--- config.mk ---
export PLATFORM = sky130hd
export DESIGN_NAME = key_value_table
export DESIGN_NICKNAME = d
export VERILOG_FILES = /design/src/rtl/core/kvt_pkg.sv /design/src/rtl/core/kvt_cell.sv /design/src/rtl/core/key_value_table.sv
export SDC_FILE = /design/constraint.sdc
export NUM_CORES = 2
export LEC_CHECK = 0
export BUFFER_PORTS_ARGS = -buffer_cell sky130_fd_sc_hd__buf_2
export CAP_MARGIN = 20
export CORE_AREA = 4 4 408 410
export DETAILED_ROUTE_END_ITERATION = 7
export DIE_AREA = 0 0 412 414
export HOLD_SLACK_MARGIN = 0.1
export PLACE_DENSITY = 0.77
export SETUP_SLACK_MARGIN = 0.05
export SLEW_MARGIN = 20
export SYNTH_ARGS = -nofsm -noshare
export SYNTH_HDL_FRONTEND = slang
export SYNTH_SLANG_ARGS = --single-unit
--- constraint.sdc ---
create_clock -name clk -period 6.76 [get_ports clk]
set_clock_uncertainty 0.1 [all_clocks]
set_input_delay 1.352 -clock clk [delete_from_list [all_inputs] [get_ports clk]]
set_output_delay 1.352 -clock clk [all_outputs]
set_load 0.1 [all_outputs]
--- src/rtl/core/kvt_pkg.sv ---
// ----------------------------------------------------------------------------
// kvt_pkg
// Shared types for the key/value table: command and result beats, the
// request token that walks the row of cells, and the stored pair.
// ----------------------------------------------------------------------------
package kvt_pkg;

  localparam int unsigned KEY_W   = 32;
  localparam int unsigned VAL_W   = 32;
  localparam int unsigned ECNT_W  = 5;

  typedef enum logic [1:0] {
    ACT_PUT = 2'd0,
    ACT_DEL = 2'd1,
    ACT_GET = 2'd2,
    ACT_NOP = 2'd3
  } action_t;

  typedef struct packed {
    logic [1:0]       action;
    logic [KEY_W-1:0] key;
    logic [VAL_W-1:0] value;
  } in_beat_t;

  typedef struct packed {
    logic              status;
    logic              found;
    logic [VAL_W-1:0]  read_value;
    logic [ECNT_W-1:0] entry_count;
  } out_beat_t;

  // request walking down the row, one cell per cycle
  typedef struct packed {
    logic             vld;
    action_t          action;
    logic [KEY_W-1:0] key;
    logic [VAL_W-1:0] value;
    logic             found;
    logic [VAL_W-1:0] rd;
  } token_t;

  typedef struct packed {
    logic [KEY_W-1:0] key;
    logic [VAL_W-1:0] value;
  } pair_t;

endpackage

--- src/rtl/core/kvt_cell.sv ---
// ----------------------------------------------------------------------------
// kvt_cell
// One slot of the table. Compares the passing token against its pair,
// updates, inserts or shifts in its neighbor's pair, and hands the token on.
// ----------------------------------------------------------------------------
module kvt_cell
  import kvt_pkg::*;
#(
  parameter int unsigned INDEX = 0,
  parameter int unsigned CNT_W = 5,
  parameter bit          LAST  = 1'b0
) (
  input  logic             clk,
  input  logic             rst,
  input  token_t           tok_in,
  input  logic [CNT_W-1:0] count,
  input  pair_t            nbr,
  output token_t           tok_out,
  output pair_t            entry
);

  localparam logic [CNT_W-1:0] IDX = CNT_W'(INDEX);

  pair_t  entry_next;
  logic   we;
  token_t tok_next;
  logic   live;
  logic   hit;

  assign live = (IDX < count);
  assign hit  = tok_in.vld && live && !tok_in.found && (entry.key == tok_in.key);

  always_comb begin
    tok_next   = tok_in;
    entry_next = entry;
    we         = 1'b0;
    if (tok_in.vld) begin
      case (tok_in.action)
        ACT_PUT: begin
          if (hit) begin
            tok_next.found   = 1'b1;
            entry_next.value = tok_in.value;
            we               = 1'b1;
          end else if (!tok_in.found && IDX == count) begin
            entry_next.key   = tok_in.key;
            entry_next.value = tok_in.value;
            we               = 1'b1;
          end
        end
        ACT_DEL: begin
          // from the hole onward every live slot but the last pulls in its neighbor
          if (hit || (tok_in.found && live)) begin
            tok_next.found = 1'b1;
            if (!LAST) begin
              entry_next = nbr;
              we         = 1'b1;
            end
          end
        end
        ACT_GET: begin
          if (hit) begin
            tok_next.found = 1'b1;
            tok_next.rd    = entry.value;
          end
        end
        default: begin
        end
      endcase
    end
  end

  always_ff @(posedge clk) begin
    if (rst) begin
      tok_out <= '0;
    end else begin
      tok_out <= tok_next;
    end
    if (we) begin
      entry <= entry_next;
    end
  end

endmodule

--- src/rtl/core/key_value_table.sv ---
// ----------------------------------------------------------------------------
// key_value_table
// Small associative table of key/value pairs held in a row of cells.
// ----------------------------------------------------------------------------
// A command beat is taken when start is high and busy is low. The request then
// walks the row of CAPACITY cells, one cell per clock, and the result beat
// appears on rsp with done high for one cycle, registered from the token that
// leaves the last cell; busy drops in that same cycle, so a new command can be
// taken at the edge that ends it and no earlier. The receiver cannot stall:
// rsp must be captured while done is high. A delete closes the hole by
// shifting the later pairs down one slot as the request passes. entry_count is
// 5 bits wide, so CAPACITY is meant to stay at 31 or below for that field to
// be exact.
module key_value_table
  import kvt_pkg::*;
#(
  parameter int unsigned CAPACITY = 16
) (
  input  logic      clk,
  input  logic      rst,
  input  logic      start,
  input  in_beat_t  cmd,
  output logic      busy,
  output logic      done,
  output out_beat_t rsp
);

  localparam int unsigned CNT_W = $clog2(CAPACITY + 1);
  localparam logic [CNT_W-1:0] CAP_C = CNT_W'(CAPACITY);

  token_t           tok_in  [CAPACITY];
  token_t           tok_out [CAPACITY];
  pair_t            entry   [CAPACITY];
  pair_t            nbr     [CAPACITY];
  logic [CNT_W-1:0] count;
  logic [CNT_W-1:0] count_next;
  token_t           head;
  token_t           fin;
  logic             accept;
  logic             put_miss;

  assign accept = start && !busy;

  always_comb begin
    head        = '0;
    head.vld    = accept;
    head.action = action_t'(cmd.action);
    head.key    = cmd.key;
    head.value  = cmd.value;
  end

  genvar i;
  generate
    for (i = 0; i < CAPACITY; i++) begin : g_cell
      if (i == 0) begin : g_first
        assign tok_in[i] = head;
      end else begin : g_mid
        assign tok_in[i] = tok_out[i-1];
      end
      if (i == CAPACITY - 1) begin : g_end
        assign nbr[i] = entry[i];
      end else begin : g_inner
        assign nbr[i] = entry[i+1];
      end
      kvt_cell #(
        .INDEX (i),
        .CNT_W (CNT_W),
        .LAST  (i == CAPACITY - 1)
      ) u_cell (
        .clk     (clk),
        .rst     (rst),
        .tok_in  (tok_in[i]),
        .count   (count),
        .nbr     (nbr[i]),
        .tok_out (tok_out[i]),
        .entry   (entry[i])
      );
    end
  endgenerate

  assign fin      = tok_out[CAPACITY-1];
  assign put_miss = (fin.action == ACT_PUT) && !fin.found;

  always_comb begin
    count_next = count;
    if (put_miss && count < CAP_C) begin
      count_next = count + 1'b1;
    end else if (fin.action == ACT_DEL && fin.found) begin
      count_next = count - 1'b1;
    end
  end

  always_ff @(posedge clk) begin
    if (rst) begin
      busy  <= 1'b0;
      done  <= 1'b0;
      count <= '0;
    end else begin
      done <= fin.vld;
      if (accept) begin
        busy <= 1'b1;
      end else if (fin.vld) begin
        busy <= 1'b0;
      end
      if (fin.vld) begin
        count <= count_next;
      end
    end
    if (fin.vld) begin
      rsp.status      <= put_miss && (count == CAP_C);
      rsp.found       <= fin.found;
      rsp.read_value  <= (fin.action == ACT_GET && fin.found) ? fin.rd : '0;
      rsp.entry_count <= ECNT_W'(count_next);
    end
  end

`ifndef SYNTHESIS
  a_done_not_busy : assert property (@(posedge clk) disable iff (rst)
    done |-> !busy) else $error("result beat while still busy");

  a_accept_busy : assert property (@(posedge clk) disable iff (rst)
    accept |=> busy) else $error("busy not raised after command beat");

  a_single_done : assert property (@(posedge clk) disable iff (rst)
    done |=> !done) else $error("two result beats back to back");

  a_count_range : assert property (@(posedge clk) disable iff (rst)
    count <= CAP_C) else $error("entry count above capacity");

  a_full_miss : assert property (@(posedge clk) disable iff (rst)
    done && rsp.status |-> !rsp.found) else $error("full status on a found key");
`endif

endmodule

# Word level (Yosys, flattened, before mapping)
# Cells that the tools add are included.
[word_totals] in_bits=69 reg_bits=2606 output_inout_bits=41 word_cells=719
[op_classes] eq_ne=126 mux=252 addsub=2 bitwise_logic=4 reduce_logical=185 order_cmp=17
[ops] operator="$mux W64" n=30
[ops] operator="$pmux W64 S2" n=15
[ops] operator="$mux W32" n=47
[ops] operator="$mux W33" n=31
[ops] operator="$eq A32 B32 Y1" n=16
[ops] operator="$mux W1" n=96
[ops] operator="$reduce_and A6 Y1" n=15
[ops] operator="$logic_and A1 B1 Y1" n=83
[ops] operator="$reduce_and A5 Y1" n=16
[ops] operator="$ne A2 B1 Y1 const B" n=30
[ops] operator="$ne A3 B1 Y1 const B" n=15
[ops] operator="$pmux W1 S3" n=15
[ops] operator="$eq A4 B5 Y1 const A" n=8
[ops] operator="$lt A4 B5 Y1 const A" n=8
[ops] operator="$eq A2 B1 Y1 const B" n=17
[ops] operator="$eq A2 B2 Y1 const B" n=17
[ops] operator="$logic_not A2 Y1" n=17
[ops] operator="$reduce_bool A2 Y1" n=17
[ops] operator="$pmux W1 S2" n=16
[ops] operator="$ne A2 B2 Y1 const B" n=15
[ops] operator="$eq A3 B5 Y1 const A" n=4
[ops] operator="$lt A3 B5 Y1 const A" n=4
[ops] operator="$logic_not A1 Y1" n=17
[ops] operator="$logic_or A1 B1 Y1" n=15
[ops] operator="other kinds (14)" n=22

# Longest topological paths before layout
[logic_depth] ltp_word=9 mapped_depth=9 ltp_nobuf=7

# Cells and area by module
# From an unflattened synthesis, not the netlist that was laid out.
[hier_totals] hier_cells=7594 hier_area_um2=100548.9
[by_module_without_submodules] module="kvt_cell (g_cell[10].u_cell)" n_inst=1 seq_area_each_um2=3923.8 area_each_um2=6476.2 cells_per_inst=491
[by_module_without_submodules] module="kvt_cell (g_cell[0].u_cell)" n_inst=1 seq_area_each_um2=3923.8 area_each_um2=6396.1 cells_per_inst=478
[by_module_without_submodules] module="kvt_cell (g_cell[4].u_cell)" n_inst=1 seq_area_each_um2=3923.8 area_each_um2=6324.8 cells_per_inst=501
[by_module_without_submodules] module="kvt_cell (g_cell[12].u_cell)" n_inst=1 seq_area_each_um2=3923.8 area_each_um2=6273.5 cells_per_inst=498
[by_module_without_submodules] module="kvt_cell (g_cell[5].u_cell)" n_inst=1 seq_area_each_um2=3923.8 area_each_um2=6241.0 cells_per_inst=461
[by_module_without_submodules] module="kvt_cell (g_cell[8].u_cell)" n_inst=1 seq_area_each_um2=3923.8 area_each_um2=6208.5 cells_per_inst=499
[by_module_without_submodules] module="kvt_cell (g_cell[11].u_cell)" n_inst=1 seq_area_each_um2=3923.8 area_each_um2=6198.4 cells_per_inst=489
[by_module_without_submodules] module="kvt_cell (g_cell[13].u_cell)" n_inst=1 seq_area_each_um2=3923.8 area_each_um2=6148.4 cells_per_inst=461
[by_module_without_submodules] module="kvt_cell (g_cell[14].u_cell)" n_inst=1 seq_area_each_um2=3923.8 area_each_um2=6135.9 cells_per_inst=454
[by_module_without_submodules] module="kvt_cell (g_cell[1].u_cell)" n_inst=1 seq_area_each_um2=3923.8 area_each_um2=6132.1 cells_per_inst=457
[by_module_without_submodules] module="kvt_cell (g_cell[3].u_cell)" n_inst=1 seq_area_each_um2=3923.8 area_each_um2=6132.1 cells_per_inst=459
[by_module_without_submodules] module="kvt_cell (g_cell[2].u_cell)" n_inst=1 seq_area_each_um2=3923.8 area_each_um2=6107.1 cells_per_inst=445
[by_module_without_submodules] module="kvt_cell (g_cell[9].u_cell)" n_inst=1 seq_area_each_um2=3923.8 area_each_um2=6105.9 cells_per_inst=449
[by_module_without_submodules] module="kvt_cell (g_cell[7].u_cell)" n_inst=1 seq_area_each_um2=3923.8 area_each_um2=6104.6 cells_per_inst=453
[by_module_without_submodules] module="+3 rows"

# Least setup slack after synthesis
# OpenSTA, ideal clock, no wires.
[synth_timing] path_kind="reg-to-reg" from="register g_cell[14].u_cell.entry[41] (netlist name)" to="register g_cell[14].u_cell.entry[32] (netlist name)" t_required_ns=6.147 arrival_time_ns=4.933 n_path_buf=0 synth_period_minus_slack_ns=5.546 setup_slack_ns=1.214 path_stages_with_launch=7 setup_ns=0.513 cell_sequence="edfxtp_1 xor2_1 nor4_1 nand4_1 nor4_2 a311oi_1 nor4b_1"
[synth_via] elab_chain_cells=7 elab_cells_between_ends=10 classes_between="eq/ne: 3; mux: 4; reduce/logical: 3"
[synth_rtl] item="$eq A32 B32 Y1 (*)" line="kvt_cell.sv:31" text="assign hit = tok_in.vld && live && !tok_in.found && (entry.key == tok_in.key);"
[synth_rtl] item="$logic_and A1 B1 Y1 (*)" line="kvt_cell.sv:31"
[synth_rtl] item="$logic_or A1 B1 Y1" line="kvt_cell.sv:52" text="if (hit || (tok_in.found && live)) begin"
[synth_rtl] item="$mux W1" line="kvt_cell.sv:52"
[synth_rtl] item="$pmux W1 S2" line="kvt_cell.sv:38" text="case (tok_in.action)"
[synth_rtl] item="$mux W1" line="kvt_cell.sv:37" text="if (tok_in.vld) begin"
[synth_rtl] item="$reduce_and A6 Y1 (no line) (*)"
# Every way passes the cells marked *; elsewhere a longest branch is shown, timed or not.
# A chain may end at the register's enable or synchronous reset.

# Worst setup path in the final report
[layout_timing] from="register count[1]" to="register g_cell[14].u_cell.entry[41] (netlist name)"
[layout_via] elab_chain_cells=9 elab_cells_between_ends=17 classes_between="order compare: 1; eq/ne: 4; mux: 5; reduce/logical: 7"
[layout_rtl] item="start: declaration" line="key_value_table.sv:35" text="logic [CNT_W-1:0] count;"
[layout_rtl] item="start signal: assignment" line="key_value_table.sv:106" text="count <= count_next;"
[layout_rtl] item="$lt A4 B5 Y1" line="kvt_cell.sv:30" text="assign live = (IDX < count);"
[layout_rtl] item="$logic_and A1 B1 Y1 (3 in series)" line="kvt_cell.sv:31"
[layout_rtl] item="$logic_or A1 B1 Y1" line="kvt_cell.sv:52"
[layout_rtl] item="$mux W1" line="kvt_cell.sv:52"
[layout_rtl] item="$pmux W1 S2" line="kvt_cell.sv:38"
[layout_rtl] item="$mux W1" line="kvt_cell.sv:37"
[layout_rtl] item="$reduce_and A6 Y1 (no line) (*)"
# Marks and branches as above.

==> results by group <==
Power and ir drop
  – Power Density: 282.5 nW/um^2
  – Cell leakage power: 38.63 nW
  – VDD IR max: roughly 0.28 mV

GRT
  – First-pass GRT wire length: 313100 microns
  – Initial antenna violation count: 2
  – Largest net degree at the start of global routing: roughly 240
  – Vias in the first global route: approximately 53k
  – Overflow left after global routing: 0
  – All-Layer GR Usage: between 20% and 30%

STA
  – Slew of the pin with the lowest slew margin: between 1 and 1.5 ns
  – PnR worst setup slack: 2.760 ns
  – Final period util: 59.17%
  – Fmax: around 0.25 GHz
  – TNS Setup: 0 ns
  – Hold WS: 0.3036 ns
  – Max-Slew Margin vs Limit: about 26%
  – Final hold vios: 0
  – Max Transition Viols Final: 0
  – Final-report setup violation count: 0
  – Unrepaired setup endpoints after global routing: no
  – Fin crit period: 4.000 ns

Logic synthesis
  – Yosys cell types: 66
  – Synth Instances: around 7.5k
  – EDFF count, synth: 1063
  – YS warnings: 0
  – Seq/Total Area, Yosys: 64.77%
  – Async SR Flop Fraction: 0%
  – Mapped cell area: 96980 sq um
  – Most used DFF post-synth: dfxtp_1
  – Syn_nets: 7592
  – Seq cells post-synth: between 2k and 3k
  – Avg Inst Size Synth: between 10 and 15 sq um

Worst hold path
  – Min-Delay Path Class: reg2reg

Run
  – # Max-Cap Violations: 0

Clock tree
  – Gates resized, CTS repair: 0
  – Clk Latency, worst-skew pair: about 0.85 ns
  – CTS buffer count: 234
  – Post-CTS Setup Inserts: 0
  – Clock buffer depth: 3
  – CTS Root Buffer Type: clkbuf_16
  – Cts hold-fix bufs: 0
  – CTS tree: done
  – Clock Sinks: 2606
  – Reg clk slew, reported paths: 0.06 ns
  – CTS H-tree depth: 4

Critical path
  – Crit Path Category: reg2reg
  – Critical path origin: count[1]
  – Worst reg2reg endpoint: g_cell[14].u_cell.entry[41]
  – Crit-path max FO: 34
  – R2r setup slk: 2.76 ns
  – Critical Path End Type: register
  – Startpoint Class: register
  – Arrival time worst endpoint: 4.38 ns
  – Reg2Reg Depth: 8
  – RR Startpoint: count[1]
  – Setup crit end: g_cell[14].u_cell.entry[41]
  – Required @ worst endpoint: 7.14 ns

Place
  – PortBufs: 109
  – Routability Congestion: 0.9054
  – Setup WS pre-CTS: 2.420 ns
  – Placed wire-length estimate: 130900 microns

Finish
  – Nets@finish: 7563
  – Area Overhead vs Synth: 10.80%
  – Most frequent cells in the layout: 1542 x dfxtp_1, 1063 x edfxtp_1, 1004 x nor2b_1
  – Final core occ: 66.16%
  – Commonest non-fill, non-tap cell in the layout: dfxtp_1
  – Share of cells above drive strength 1: 20.45%

Drt
  – First-pass DRT Iterations: 6
  – DRT Wirelength: 197000 microns
  – ANT nets after route: 0
  – Wirelength per Cell: roughly 20 microns
  – DRT iter0 DRCs: 4930
  – Detailed-route via count: 54.05k
  – Routed vias/inst: 5.472
  – DRC: 0

Floorplanning
  – Die area: 170600 sq um
  – Row count: 148
  – CORE AREA: 162400 sq um
  – I/O Pins: 110
  – Chip height: 414 microns
  – Starting Density: between 50 and 60%
  – Die X: about 400 microns

Outcome
  – Status: finished clean
## through the flow
stage	instance area (sq um)	power [mW]	std cells
after floorplan	96980	17.09	7518
after global placement	99310	17.22	9418
after detailed placement	99370	17.23	9422
after CTS	107300	30.57	9869
after global routing	107400	31.25	9875
final	107400	30.35	9876
## cell families after synthesis
logic type | Yosys count | synth area share [%]
buf+inv | 501 | 2.058
xor+xnor | 476 | 4.299
compound gates | 841 | 4.547
fa+ha+maj | 5 | 0.06451
simple gates | 2020 | 12.02
flops | 2606 | 64.77
mux | 1069 | 12.24
## how the worst min path moves through the flow
stage | start | end | cells after the start
floorplan | g_cell[14].u_cell.tok_out[33] | g_cell[15].u_cell.entry[0] | 0
global placement | g_cell[14].u_cell.tok_out[43] | g_cell[15].u_cell.entry[10] | 0
detailed placement | g_cell[14].u_cell.tok_out[46] | g_cell[15].u_cell.entry[13] | 0
CTS | g_cell[14].u_cell.tok_out[46] | g_cell[15].u_cell.entry[13] | 0
global route | g_cell[14].u_cell.tok_out[46] | g_cell[15].u_cell.entry[13] | 0
finish | g_cell[14].u_cell.tok_out[46] | g_cell[15].u_cell.entry[13] | 0
## critical path, cell delays in order (launching register included)
cell	delay, ns
dfxtp_1	0.69
nand2_1	0.55
o21bai_1	0.40
nand4_1	0.21
nor4_4	0.32
buf_4	0.42
a311oi_1	0.15
nor4b_2	0.27
buf_4	0.48
## synthesized netlist by cell type, types with 17 or more instances
| library cell | n | area share, % |
|---|---|---|
| a21oi_1 | 391 | 2.0 |
| and2_1 | 68 | 0.44 |
| buf_1 | 17 | 0.066 |
| buf_2 | 35 | 0.18 |
| clkbuf_1 | 382 | 1.5 |
| dfxtp_1 | 1543 | 32 |
| edfxtp_1 | 1063 | 33 |
| inv_1 | 51 | 0.20 |
| mux2_2 | 938 | 11 |
| mux2i_1 | 131 | 1.4 |
| nand2_1 | 79 | 0.31 |
| nand2b_1 | 57 | 0.37 |
| nand3_1 | 372 | 1.9 |
| nand4_1 | 70 | 0.45 |
| nor2_1 | 197 | 0.76 |
| nor2b_1 | 1015 | 6.5 |
| nor3_1 | 24 | 0.12 |
| nor4_1 | 63 | 0.41 |
| o21ai_0 | 353 | 1.8 |
| o21ai_1 | 38 | 0.20 |
| xnor2_1 | 243 | 2.2 |
| xor2_1 | 233 | 2.1 |
## flip-flops by register name, indices dropped and copies added, names as in the netlist
name,count
g_cell.u_cell.tok_out,1536
g_cell.u_cell.entry,1024
rsp,39
count,5
busy,1
done,1
## metal layers
| metal | track usage, % | wire length [microns] | vias up |
|---|---|---|---|
| met5 | 0 | 0 | - |
| met4 | 6.819 | 5554 | 0 |
| met3 | 3.585 | 10620 | 318 |
| met2 | 33.82 | 86220 | 1497 |
| met1 | 34.22 | 94590 | 26010 |
| li1 | - | - | 26220 |
## cell type report
class                   instances  area, sq um
repair buffers                185         1275
well taps                    2175         2721
multi-input cells            4411        32550
clock inverters                94        998.5
inverters                      51        191.4
fillers                     11710        54950
flip-flops and latches       2606        62810
clock buffers                 353         6899
diodes                          1        2.502
## power by group
group	total, mW	switching [mW]	leakage [nW]	internal, mW
Combinational	0.482	0.290	12.8	0.192
Clock	13.5	5.80	3.89	7.67
Sequential	16.4	0.0559	22.0	16.3
Note: power is estimated with default switching activity, not from simulation.
